[src/hdl/strl_ram.sv]
module strl_ram #(
   parameter int WIDTH = 8,
   parameter int DEPTH = 16
) (
   input  logic                                      clock,
   input  logic                                      wr_en,
   input  logic [((DEPTH > 1) ? $clog2(DEPTH) : 1)-1:0] wr_addr,
   input  logic [WIDTH-1:0]                          wr_data,
   input  logic                                      rd_en,
   input  logic [((DEPTH > 1) ? $clog2(DEPTH) : 1)-1:0] rd_addr,
   output logic [WIDTH-1:0]                          rd_data
);

   logic [WIDTH-1:0] mem_ff [DEPTH];
   logic [WIDTH-1:0] rd_data_ff;

   always_ff @(posedge clock) begin
      if (wr_en) begin
         mem_ff[wr_addr] <= wr_data;
      end
      if (rd_en) begin
         rd_data_ff <= mem_ff[rd_addr];
      end
   end

   assign rd_data = rd_data_ff;

endmodule

[config.mk]
export PLATFORM = sky130hd
export DESIGN_NAME = strl_ram
export DESIGN_NICKNAME = d
export VERILOG_FILES = /design/src/hdl/strl_ram.sv
export SDC_FILE = /design/constraint.sdc
export NUM_CORES = 1
export LEC_CHECK = 0
export ABC_CLOCK_PERIOD_IN_PS = 2000
export BUFFER_PORTS_ARGS = -buffer_cell sky130_fd_sc_hd__buf_2
export CAP_MARGIN = 20
export CORE_ASPECT_RATIO = 0.8
export CORE_MARGIN = 3
export CORE_UTILIZATION = 40
export CTS_BUF_LIST = sky130_fd_sc_hd__clkbuf_8
export CTS_CLUSTER_SIZE = 40
export DETAILED_ROUTE_END_ITERATION = 8
export GPL_ROUTABILITY_DRIVEN = 1
export GPL_TIMING_DRIVEN = 1
export SLEW_MARGIN = 20
export SYNTH_ARGS = -nofsm -noshare
export SYNTH_HDL_FRONTEND = slang
export SYNTH_SLANG_ARGS = --single-unit
[constraint.sdc]
create_clock -name clock -period 2 [get_ports clock]
set_clock_uncertainty 0.15 [all_clocks]
set_input_delay 0.1 -clock clock [delete_from_list [all_inputs] [get_ports clock]]
set_output_delay 0.1 -clock clock [all_outputs]
set_load 0.005 [all_outputs]
## Yosys cells after proc, flatten, opt, wreduce, memory -nomap -nowiden

Memories as Yosys holds them, arrays and structs flattened. A register that Yosys moved wholly into a read port is not among the register bits.
Index checks and enable logic that the tools add are counted.

| cells by class | value |
|---|---|
| muxes and demuxes | 2 |

Operators by type and width:

| kind | number |
|---|---|
| 2-to-1 mux 1 bit | 2 |

| storage, ports and cells | value |
|---|---|
| register bits | 0 |
| memories kept | 1 |
| bits in writable memories | 128 |
| output and inout bits | 8 |

Memories:

| name | words | bits a word | read ports | clocked after memory_dff | wr ports | line | text |
|---|---|---|---|---|---|---|---|
| mem_ff | 16 | 8 | 1 | 1 | 1 | 14 | `logic [WIDTH-1:0] mem_ff [DEPTH];` |

## Logic depth before layout (Yosys ltp)

Gate-level depths: netlist (run 1).

| logic depth | value |
|---|---|
| word-level depth | 2 |
| mapped depth | 5 |

## Least setup slack after synthesis (run 1)

Ideal clock, no wire load.

| timing path | value |
|---|---|
| path kind | input-to-reg |
| start point | input wr_addr[2] in the netlist's numbering |
| end point | memory mem_ff[0][0], enable pin |
| arrival time | 1210 ps |
| setup slack | 257 ps |
| cell stages on the path | 2 |
| required time | 1467 ps |
| buffers on the path | 0 |
| path through | or3b_2 nor3_1 |

RTL lines:

| item | line | text |
|---|---|---|
| from (decl) | 7 | `input logic [((DEPTH > 1) ? $clog2(DEPTH) : 1)-1:0] wr_addr,` |
| to (decl) | 14 |  |

Straight into the memory's write port.

==> out/qor.yml, run 1 <==
outcome:
  status: "complete, no violations"
place:
  placed_area_sq_mm: 0.00570
  gp_congestion: 0.680
  port_buffers: 26
  place_ws_ps: 157
  dpl.hpwl_um: 6490
worst_setup_path:
  path_class: "register to register"
  endpoint_kind: "register"
  worst_ep_required_time_ps: 2030
  cp-start-kind: "register"
  arrival_ps: 1670
  crit_fanout: 1
global_route:
  grt_pass1_vias: 2610
  grt_max_degree: 19
  grt_antenna_before_repair: 0
  track_usage_pct: 15.2
  grt_pass1_wl_um: 15700
  gr-total-overflow: 0
yosys:
  synth.area.top_cells: "edfxtp_1 78%, mux4_2 7.8%, mux4_1 7.0%"
  yosysMostFrequentCell: "edfxtp_1"
  synth_top_area_cell: "edfxtp_1"
  synth.net_count: 248
  synth_common_cells: "136 x edfxtp_1, 18 x mux4_2, 16 x a22oi_1, 14 x mux4_1, 13 x nor2_1"
  syn_inst: 229
  synth_top_area_share_pct: 78.1
  async_flop_share_pct: 0
  yosys_warnings: 0
  synth_flop_cell: "edfxtp_1"
  synth.distinct_cells: 18
  synth.cell_area_sq_mm: 0.00523
  ys_ff_latch: 136
  seq_area_frac_synth_pct: 78.1
  avgSynthCellArea_sq_um: 22.8
  synth_edf_count: 136
pwr:
  combPwrFrac_pct: 5.2
  p_int_uw: 4840
  p_sw_share_pct: 20.4
  power_density_mw_per_mm2: 974
  clockPowerShare_pct: 41.8
  p_switching_uw: 1240
  power_leakage_uw: 0.00210
  power_frac_seq_pct: 53.0
  vdd_drop_max_uv: 449
worst_hold_path:
  hold_path_class: "primary input to register"
clocking:
  clockBufferDepth: 2
  cts_tree: "built"
  htree_levels: 4
  numCtsBuffers: 17
  path_clk_slew_ps: 80
  root_buffer: "clkbuf_8"
  clock-sinks: 136
  clkLatencyLatePin_ps: 430
  post_cts_resized: 0
  postCtsSetupRepairBufs: 0
routing:
  vias_per_cell: 5.19
  first_iter_violations: 235
  drt-total-wl_um: 9990
  wl_per_cell_um: 20.9
  via_count: 2488
  dr.pass1.iters: 4
  ant_nets: 0
  drc: 0
timing:
  tightest_slew_ps: 428
  setup_viol: 0
  rsz0062_at_grt: "no"
  worst_slack_ps: 354
  drv_slew: 0
  fmax_mhz: 607
  timing.final.crit_share_pct: 82.3
  hold_violations: 0
  setup_tns_ps: 0
  max_slew_margin_pct: 71.5
  hold_ws_ps: 81.4
  min_period_ps: 1650
final_layout:
  drive_gt1_share_pct: 32.1
  syn2layout_area_growth_pct: 19.6
  diodes: 0
  postLayoutCellArea_sq_mm: 0.00625
  nets: 314
die:
  dieArea_sq_mm: 0.0145
  chipHeight_um: 108
  pin_count: 27
  fp-row-count: 36
  fp.coreArea_sq_mm: 0.0125
  die_width_um: 134
  start_util_pct: 41.9
run:
  cap_violations: 0
[critical path, cell delays in order, from the launching register on]
cell	delay [ps]
edfxtp_1	370
mux4_1	530
a22oi_1	270
nand2_1	80
[kinds of logic (layout without fill, tap and decap cells)]
logic type | Yosys count | in the layout | synth area share (%)
multiplexers | 32 | 32 | 14.8
AND/OR/NAND/NOR | 35 | 35 | 3.14
AO/OA/AOI/OAI | 16 | 16 | 2.30
buffers and inverters | 10 | 89 | 1.65
flip-flops | 136 | 136 | 78.1
[layout by cell type (no fill, tap or decap)]
cell type and count:
buf_12 4, clkbuf_8 17, nor2_1 13, clkinv_4 2
nor3_1 4, inv_6 2, nand2b_1 2, nand2_1 9
bufinv_16 5, buf_2 26, a22oi_1 16, buf_4 18
edfxtp_1 136, and2_1 1, nand3_1 1, mux4_2 18
mux4_1 14, nor2b_1 1, or3b_2 1, clkinvlp_4 4
nand3b_1 2, clkinv_2 2, and2b_1 1, dlygate4sd3_1 9
[through the flow]
step,util [%],total power (uW),std cells
2_1_floorplan,-,3450,229
3_3_place_gp,45.7,3590,438
3_5_place_dp,45.7,3600,438
4_1_cts,50.1,6150,479
5_1_grt,50.1,6320,479
6_report,50.1,6090,479
[registers in the layout (all words and copies together) (netlist names)]
| name | flops |
|---|---|
| rd_data | 8 |
| mem_ff | 128 |
[final cells by class]
type                    count  area, sq um
repair buffers             57          435
multi-input cells          83         1060
well taps                 171          214
clock buffers              17          234
flip-flops and latches    136         4080
clock inverters            15          225
fillers                  1031         6230
[path summary, 6_finish.rpt]
| check | from | endpoint | slack, ps | depth (start not counted) |
|---|---|---|---|---|
| setup / recovery | mem_ff[6][0]$_DFFE_PP_ | rd_data[0]$_DFFE_PP_ | 350 | 3 |
| setup reg to reg | mem_ff[6][0]$_DFFE_PP_ | rd_data[0]$_DFFE_PP_ | 350 | 3 |
| hold / removal | wr_addr[0] | mem_ff[4][5]$_DFFE_PP_ | 80 | 3 |
| hold reg to reg | mem_ff[12][0]$_DFFE_PP_ | rd_data[0]$_DFFE_PP_ | 590 | 3 |
[routing by layer]
layer	vias to the layer above	GRT usage, %	routed length [um]
met1	1296	22.3	4680
met5	-	0	0
li1	1110	-	-
met4	0	5.29	115
met3	11	4.42	656
met2	71	22.0	4540
[power by group through the flow]
stage,clock network (uW),registers [uW],logic [uW]
floorplan,0,3280,162
global placement,0,3290,302
detailed placement,0,3290,307
CTS,2600,3220,321
global route,2740,3230,344
finish,2550,3220,314
[what timing repair did]
| item | CTS | global route |
|---|---|---|
| hold endpoints to repair | 136 | 0 |
| setup endpoints to repair | 0 | 0 |
| hold buffers | 9 | 0 |
No activity file was read; power rests on OpenSTA's default activity.
==> inputs of run 2 (changes only) <==
- ABC_CLOCK_PERIOD_IN_PS: 2000 -> 1340
- clock period: 2 -> 1.34 ns (I/O delays scaled with it)
==> run 2 against run 1 <==
- the flow now finishes with violations (setup timing)
- sequential share of layout area decreased by 0.21 points
- combinational power increased by 61%
- first-iteration DRC count decreased by 19%
- highest routed layer unchanged
- critical path type unchanged
- clock power increased by 29%
- setup slack got worse by 550 ps
- sequential cell count unchanged
- critical path depth unchanged
- final cell count increased by 0.42%
==> out/qor.yml, run 2 (synthesis gave the netlist of run 1 again) <==
outcome:
  status: "finished with violations"
  failed_checks: "setup timing"
worst_setup_path:
  cp-start-kind: "register"
  endpoint_kind: "register"
  r2r_start: "mem_ff[0][2]$_DFFE_PP_"
  crit_start: "mem_ff[0][2]$_DFFE_PP_"
  arrival_ps: 1570  # -100 ps
  worst_ep_required_time_ps: 1370  # -660 ps
  r2r_cells: 3  # unchanged
  reg2reg_setup_slack_ps: -190  # -550 ps
  slowest_stage: "mux4_2"
  crit_fanout: 1  # unchanged
  worstSetupEndpoint: "rd_data[2]$_DFFE_PP_"
  path_class: "register to register"
  regToRegEndpoint: "rd_data[2]$_DFFE_PP_"
  critical-path-max-stage-delay_ps: 490  # -40 ps
  path_cells: "mux4_2, a22oi_1, nand2_1"
die:
  start_util_pct: 41.9  # unchanged
  chipHeight_um: 108  # unchanged
  fp-row-count: 36  # unchanged
  pin_count: 27  # unchanged
  die_width_um: 134  # unchanged
  fp.coreArea_sq_mm: 0.0125  # unchanged
  dieArea_sq_mm: 0.0145  # unchanged
final_layout:
  largest_reg_flops: 128  # unchanged
  mostFrequentLayoutCell: "edfxtp_1"
  syn2layout_area_growth_pct: 19.9
  layout_common_cells: "136 x edfxtp_1, 32 x mux4_2, 26 x buf_2, 17 x clkbuf_8, 16 x buf_4"
  fill_cells: 1012  # -1.8%
  postLayoutCellArea_sq_mm: 0.00627  # +0.32%
  multi_input_area_sq_mm: 0.00108  # +1.8%
  regArea_sq_mm: 0.00408  # unchanged
  drive_gt1_share_pct: 40.6  # +8.5 points
  fin_cells: 481  # +0.42%
  largest_register: "mem_ff"
  diodes: 0  # unchanged
  nets: 316  # +0.64%
pwr:
  vdd_drop_max_uv: 591  # +32%
  power_density_mw_per_mm2: 1370  # +41%
  total_power_uw: 8620  # +42%
  power_leakage_uw: 0.00205  # -2.3%
routing:
  vias_per_cell: 5.16  # -0.74%
  drt-total-wl_um: 10100  # +0.89%
  first_iter_violations: 191  # -19%
  ant_nets: 0  # unchanged
  via_count: 2480  # -0.32%
  drc: 0  # unchanged
  dr.pass1.iters: 5  # +1
  wl_per_cell_um: 21.0  # +0.47%
timing:
  worst_slack_ps: -194  # -548 ps
  drv_slew: 0  # unchanged
  rsz0062_at_grt: "yes"
  timing.final.crit_share_pct: 114  # +32 points
  setup_viol: 8  # +8
  fmax_mhz: 652  # +7.3%
  tightest_slew_ps: 1010  # +581 ps
  max_slew_margin_pct: 32.5  # -39 points
  min_period_ps: 1530  # -112 ps
  hold_violations: 0  # unchanged
  hold_ws_ps: 36.1  # -45.3 ps
place:
  placed_cells: 440  # +0.46%
  placed_area_sq_mm: 0.00576  # +0.97%
  port_buffers: 26  # unchanged
  gp_congestion: 0.717  # +5.4%
  dpl.hpwl_um: 6460  # -0.39%
global_route:
  track_usage_pct: 15.4  # +0.14 points
  gr-total-overflow: 0  # unchanged
  grt_max_degree: 18  # -1
  grt_pass1_vias: 2550  # -2.3%
  grt_pass1_wl_um: 15500  # -1.5%
  grt_antenna_before_repair: 0  # unchanged
worst_hold_path:
  hold_path_class: "primary input to register"
clocking:
  clockBufferDepth: 2  # unchanged
  clock-sinks: 136  # unchanged
  numCtsBuffers: 17  # unchanged
  htree_levels: 4  # unchanged
  cts_tree: "built"
  root_buffer: "clkbuf_8"
  clkLatencyLatePin_ps: 430  # about the same
  path_clk_slew_ps: 70  # about the same
run:
  cap_violations: 0  # unchanged
## run 2: cell count changes in the layout (fill, tap and decap cells not counted), moves of 3 or more
cell,delta
mux4_2,+14
nor3_1,-3
nor2_2,+3
a22oi_1,-8
mux4_1,-14
buf_12,+4
nor2_1,-3
a22oi_2,+8
## run 2: report_power, final
part	switching [uW]	leakage [uW]	total [uW]	internal, uW
clock network	1490	0.000197	3300	1810
registers	27.8	0.00124	4820	4790
logic	267	0.000618	506	239
total	1780	0.00205	8620	6830
## run 2: critical path: cells and delay by family, from the launching register on
family             cells  cell delay (ps)
muxes                  1              490
DFF                    1              370
AOI/OAI and AO/OA      1              190
and+or+nand+nor        1               80
## run 2: per-layer routing
| layer | vias to the layer above | share of wire, % | global-route usage [%] |
|---|---|---|---|
| met3 | 15 | 6.4 | 3.63 |
| met2 | 72 | 46 | 22.5 |
| li1 | 1106 | - | - |
| met5 | - | 0 | 0 |
| met4 | 0 | 1.6 | 6.39 |
| met1 | 1287 | 46 | 22.3 |
## run 2: timing repair
| action | 4_1_cts | 5_1_grt |
|---|---|---|
| setup endpoints to repair | 8 | 8 |
| endpoints found under the hold margin | 136 | 0 |
| pin swaps | 3 | 0 |
| hold buffers | 9 | 0 |
| resized for setup | 10 | 1 |
| setup buffers | 0 | 0 |
## run 2: how the worst min path moves through the flow
stage / start / end / slack, ps / cells past startpoint
2_1_floorplan: wr_data[0] / mem_ff[0][0]$_DFFE_PP_ / 20 / 0
3_3_place_gp: wr_data[0] / mem_ff[0][0]$_DFFE_PP_ / 310 / 1
3_5_place_dp: rd_data[0]$_DFFE_PP_ / rd_data[0] / 310 / 1
4_1_cts: wr_addr[1] / mem_ff[0][7]$_DFFE_PP_ / 20 / 3
5_1_grt: wr_addr[1] / mem_ff[0][1]$_DFFE_PP_ / 30 / 3
6_report: wr_addr[1] / mem_ff[0][7]$_DFFE_PP_ / 40 / 3
## run 2: cell type report
type	instances	share of cell area [%]
Sequential cell	136	65.1
Clock buffer	17	3.73
Tap cell	171	3.41
Multi-Input combinational cell	83	17.2
Timing Repair Buffer	59	7.98
Clock inverter	15	2.57
## run 2: metrics by stage
step / utilization [%] / TNS, ps / worst slack [ps]
2_1_floorplan: - / -679 / -98.1
3_3_place_gp: 46.1 / -4080 / -374
3_5_place_dp: 46.1 / -4310 / -383
4_1_cts: 50.3 / -1450 / -202
5_1_grt: 50.3 / -1860 / -261
6_report: 50.3 / -1330 / -194
==> inputs of run 3 (changes only) <==
- MAX_ROUTING_LAYER: unset -> met4
- PLACE_DENSITY: unset -> 0.59
- SLEW_MARGIN: 20 -> 25
==> run 3 against run 2 <==
- combinational power up 2%
- via count about the same
- register-to-register slack worse by 30 ps
- sequential share of layout area down 0.64 points
- the flow still finishes with violations (setup timing)
- largest cell class unchanged
- sequential power about the same
- core utilization up 0.50 points
==> out/qor.yml, run 3 (synthesis gave the netlist of run 1 again) <==
final_layout:
  largest_reg_flops: 128  # unchanged
  syn2layout_area_growth_pct: 21.1
  layout_common_cells: "136 x edfxtp_1, 31 x mux4_2, 26 x buf_2, 17 x clkbuf_8, 17 x buf_4"
  diodes: 0  # unchanged
  mostFrequentLayoutCell: "edfxtp_1"
  fin_cells: 482  # +0.21%
  nets: 317  # +0.32%
  drive_gt1_share_pct: 40.5  # -0.13 points
  largest_register: "mem_ff"
routing:
  first_iter_violations: 217  # +14%
  drc: 0  # unchanged
  vias_per_cell: 5.14  # -0.29%
  drt-total-wl_um: 10400  # +2.9%
  dr.pass1.iters: 4  # -1
  wl_per_cell_um: 21.5  # +2.7%
  via_count: 2478  # -0.081%
  ant_nets: 0  # unchanged
worst_setup_path:
  critical-path-max-stage-delay_ps: 510  # +20 ps
  cpLargestDelayFamily: "multiplexers"
  worst_ep_required_time_ps: 1360  # about the same
  arrival_ps: 1590  # +20 ps
  crit_fanout: 1  # unchanged
  slowest_stage: "mux4_2"
  crit_start: "mem_ff[3][2]$_DFFE_PP_"
  r2r_start: "mem_ff[3][2]$_DFFE_PP_"
  endpoint_kind: "register"
  path_buf_inv: 0  # unchanged
  path_class: "register to register"
  path_cells: "mux4_2, a22oi_2, nand2_1"
  cp-start-kind: "register"
global_route:
  track_usage_pct: 15.9  # +0.54 points
  gr-total-overflow: 0  # unchanged
  grt_antenna_before_repair: 0  # unchanged
  grt_pass1_vias: 2628  # +3.1%
  grt_pass1_wl_um: 15800  # +2.4%
  grt_max_degree: 18  # unchanged
die:
  die_width_um: 134  # unchanged
  dieArea_sq_mm: 0.0145  # unchanged
  chipHeight_um: 108  # unchanged
  fp.coreArea_sq_mm: 0.0125  # unchanged
  start_util_pct: 41.9  # unchanged
  fp-row-count: 36  # unchanged
  pin_count: 27  # unchanged
pwr:
  power_density_mw_per_mm2: 1430  # +3.8%
  clockPowerShare_pct: 41.0  # +2.8 points
  p_sw_share_pct: 20.1  # -0.57 points
  combPwrFrac_pct: 5.7  # -0.2 points
  power_leakage_uw: 0.00208  # +1.5%
  vdd_drop_max_uv: 605  # +2.4%
  p_int_uw: 7220  # +5.6%
  total_power_uw: 9040  # +4.9%
  p_switching_uw: 1820  # +2.0%
  power_frac_seq_pct: 53.3  # -2.6 points
timing:
  hold_violations: 0  # unchanged
  rsz0062_at_grt: "yes"
  hold_ws_ps: 53.2  # +17.1 ps
  worst_slack_ps: -226  # -31.6 ps
  setup_tns_ps: -1460  # -134 ps
  setup_viol: 8  # unchanged
  drv_slew: 0  # unchanged
  tightest_slew_ps: 902  # -107 ps
  min_period_ps: 1570  # +31.6 ps
  max_slew_margin_pct: 39.7  # +7.2 points
  fmax_mhz: 639  # -2.0%
  timing.final.crit_share_pct: 117  # +2.4 points
place:
  dpl.hpwl_um: 6690  # +3.5%
  placed_cells: 441  # +0.23%
  gp_congestion: 0.729  # +1.7%
  place_ws_ps: -419  # -35.4 ps
  port_buffers: 26  # unchanged
clocking:
  cts_tree: "built"
  path_clk_slew_ps: 70  # about the same
  postCtsSetupRepairBufs: 0  # unchanged
  clockBufferDepth: 2  # unchanged
  root_buffer: "clkbuf_8"
  clock-sinks: 136  # unchanged
  htree_levels: 4  # unchanged
  clkLatencyLatePin_ps: 430  # about the same
  numCtsBuffers: 17  # unchanged
worst_hold_path:
  hold_path_class: "primary input to register"
  min_from: "wr_addr[1]"
run:
  cap_violations: 0  # unchanged
outcome:
  failed_checks: "setup timing"
  status: "finished with violations"
==> run 3: tightest hold or removal path: cells and delay by family <==
kind / cells / cell delay (ps)
AND/OR/NAND/NOR: 1 / 60
buffers and inverters: 2 / 330
==> run 3: path summary, 6_finish.rpt <==
path                             to  depth (start not counted)  slack [ps]
max reg2reg    rd_data[2]$_DFFE_PP_                          3        -230
max            rd_data[2]$_DFFE_PP_                          3        -230
min          mem_ff[0][4]$_DFFE_PP_                          3          50
min reg2reg    rd_data[1]$_DFFE_PP_                          3         610
==> run 3: repair_timing <==
| action | in CTS | in global routing |
|---|---|---|
| pin swaps | 4 | 4 |
| hold endpoints to repair | 136 | 0 |
| setup endpoints to repair | 8 | 8 |
| resized for setup | 9 | 2 |
| cloned | 0 | 0 |
| hold buffers | 9 | 0 |
==> run 3: cell type report <==
type	count	area [sq um]
Clock inverter	15	208
Multi-Input combinational cell	83	1080
Sequential cell	136	4080
Tap cell	171	214
Clock buffer	17	234
Timing Repair Buffer	60	508
Fill cell	1009	6140
==> run 3: through the flow <==
stage / cell area, sq um / util (%)
floorplan: 5250 / -
global placement: 5760 / 46.2
detailed placement: 5760 / 46.2
CTS: 6330 / 50.7
global route: 6330 / 50.8
finish: 6330 / 50.8
==> run 3: per-layer routing <==
layer	vias up	share of wire (%)	track usage, %	wire, um
li1	1103	-	-	-
met1	1291	47	21.6	4850
met2	68	47	23.5	4880
met3	16	4.8	4.28	497
met4	0	1.3	5.58	140
met5	-	0	-	0
==> run 3: power by group through the flow <==
stage,Combinational [uW],Clock (uW),Sequential (uW)
finish,518,3710,4820
global route,563,3930,4820
CTS,526,3760,4820
detailed placement,488,0,4910
global placement,480,0,4910
floorplan,266,0,4900
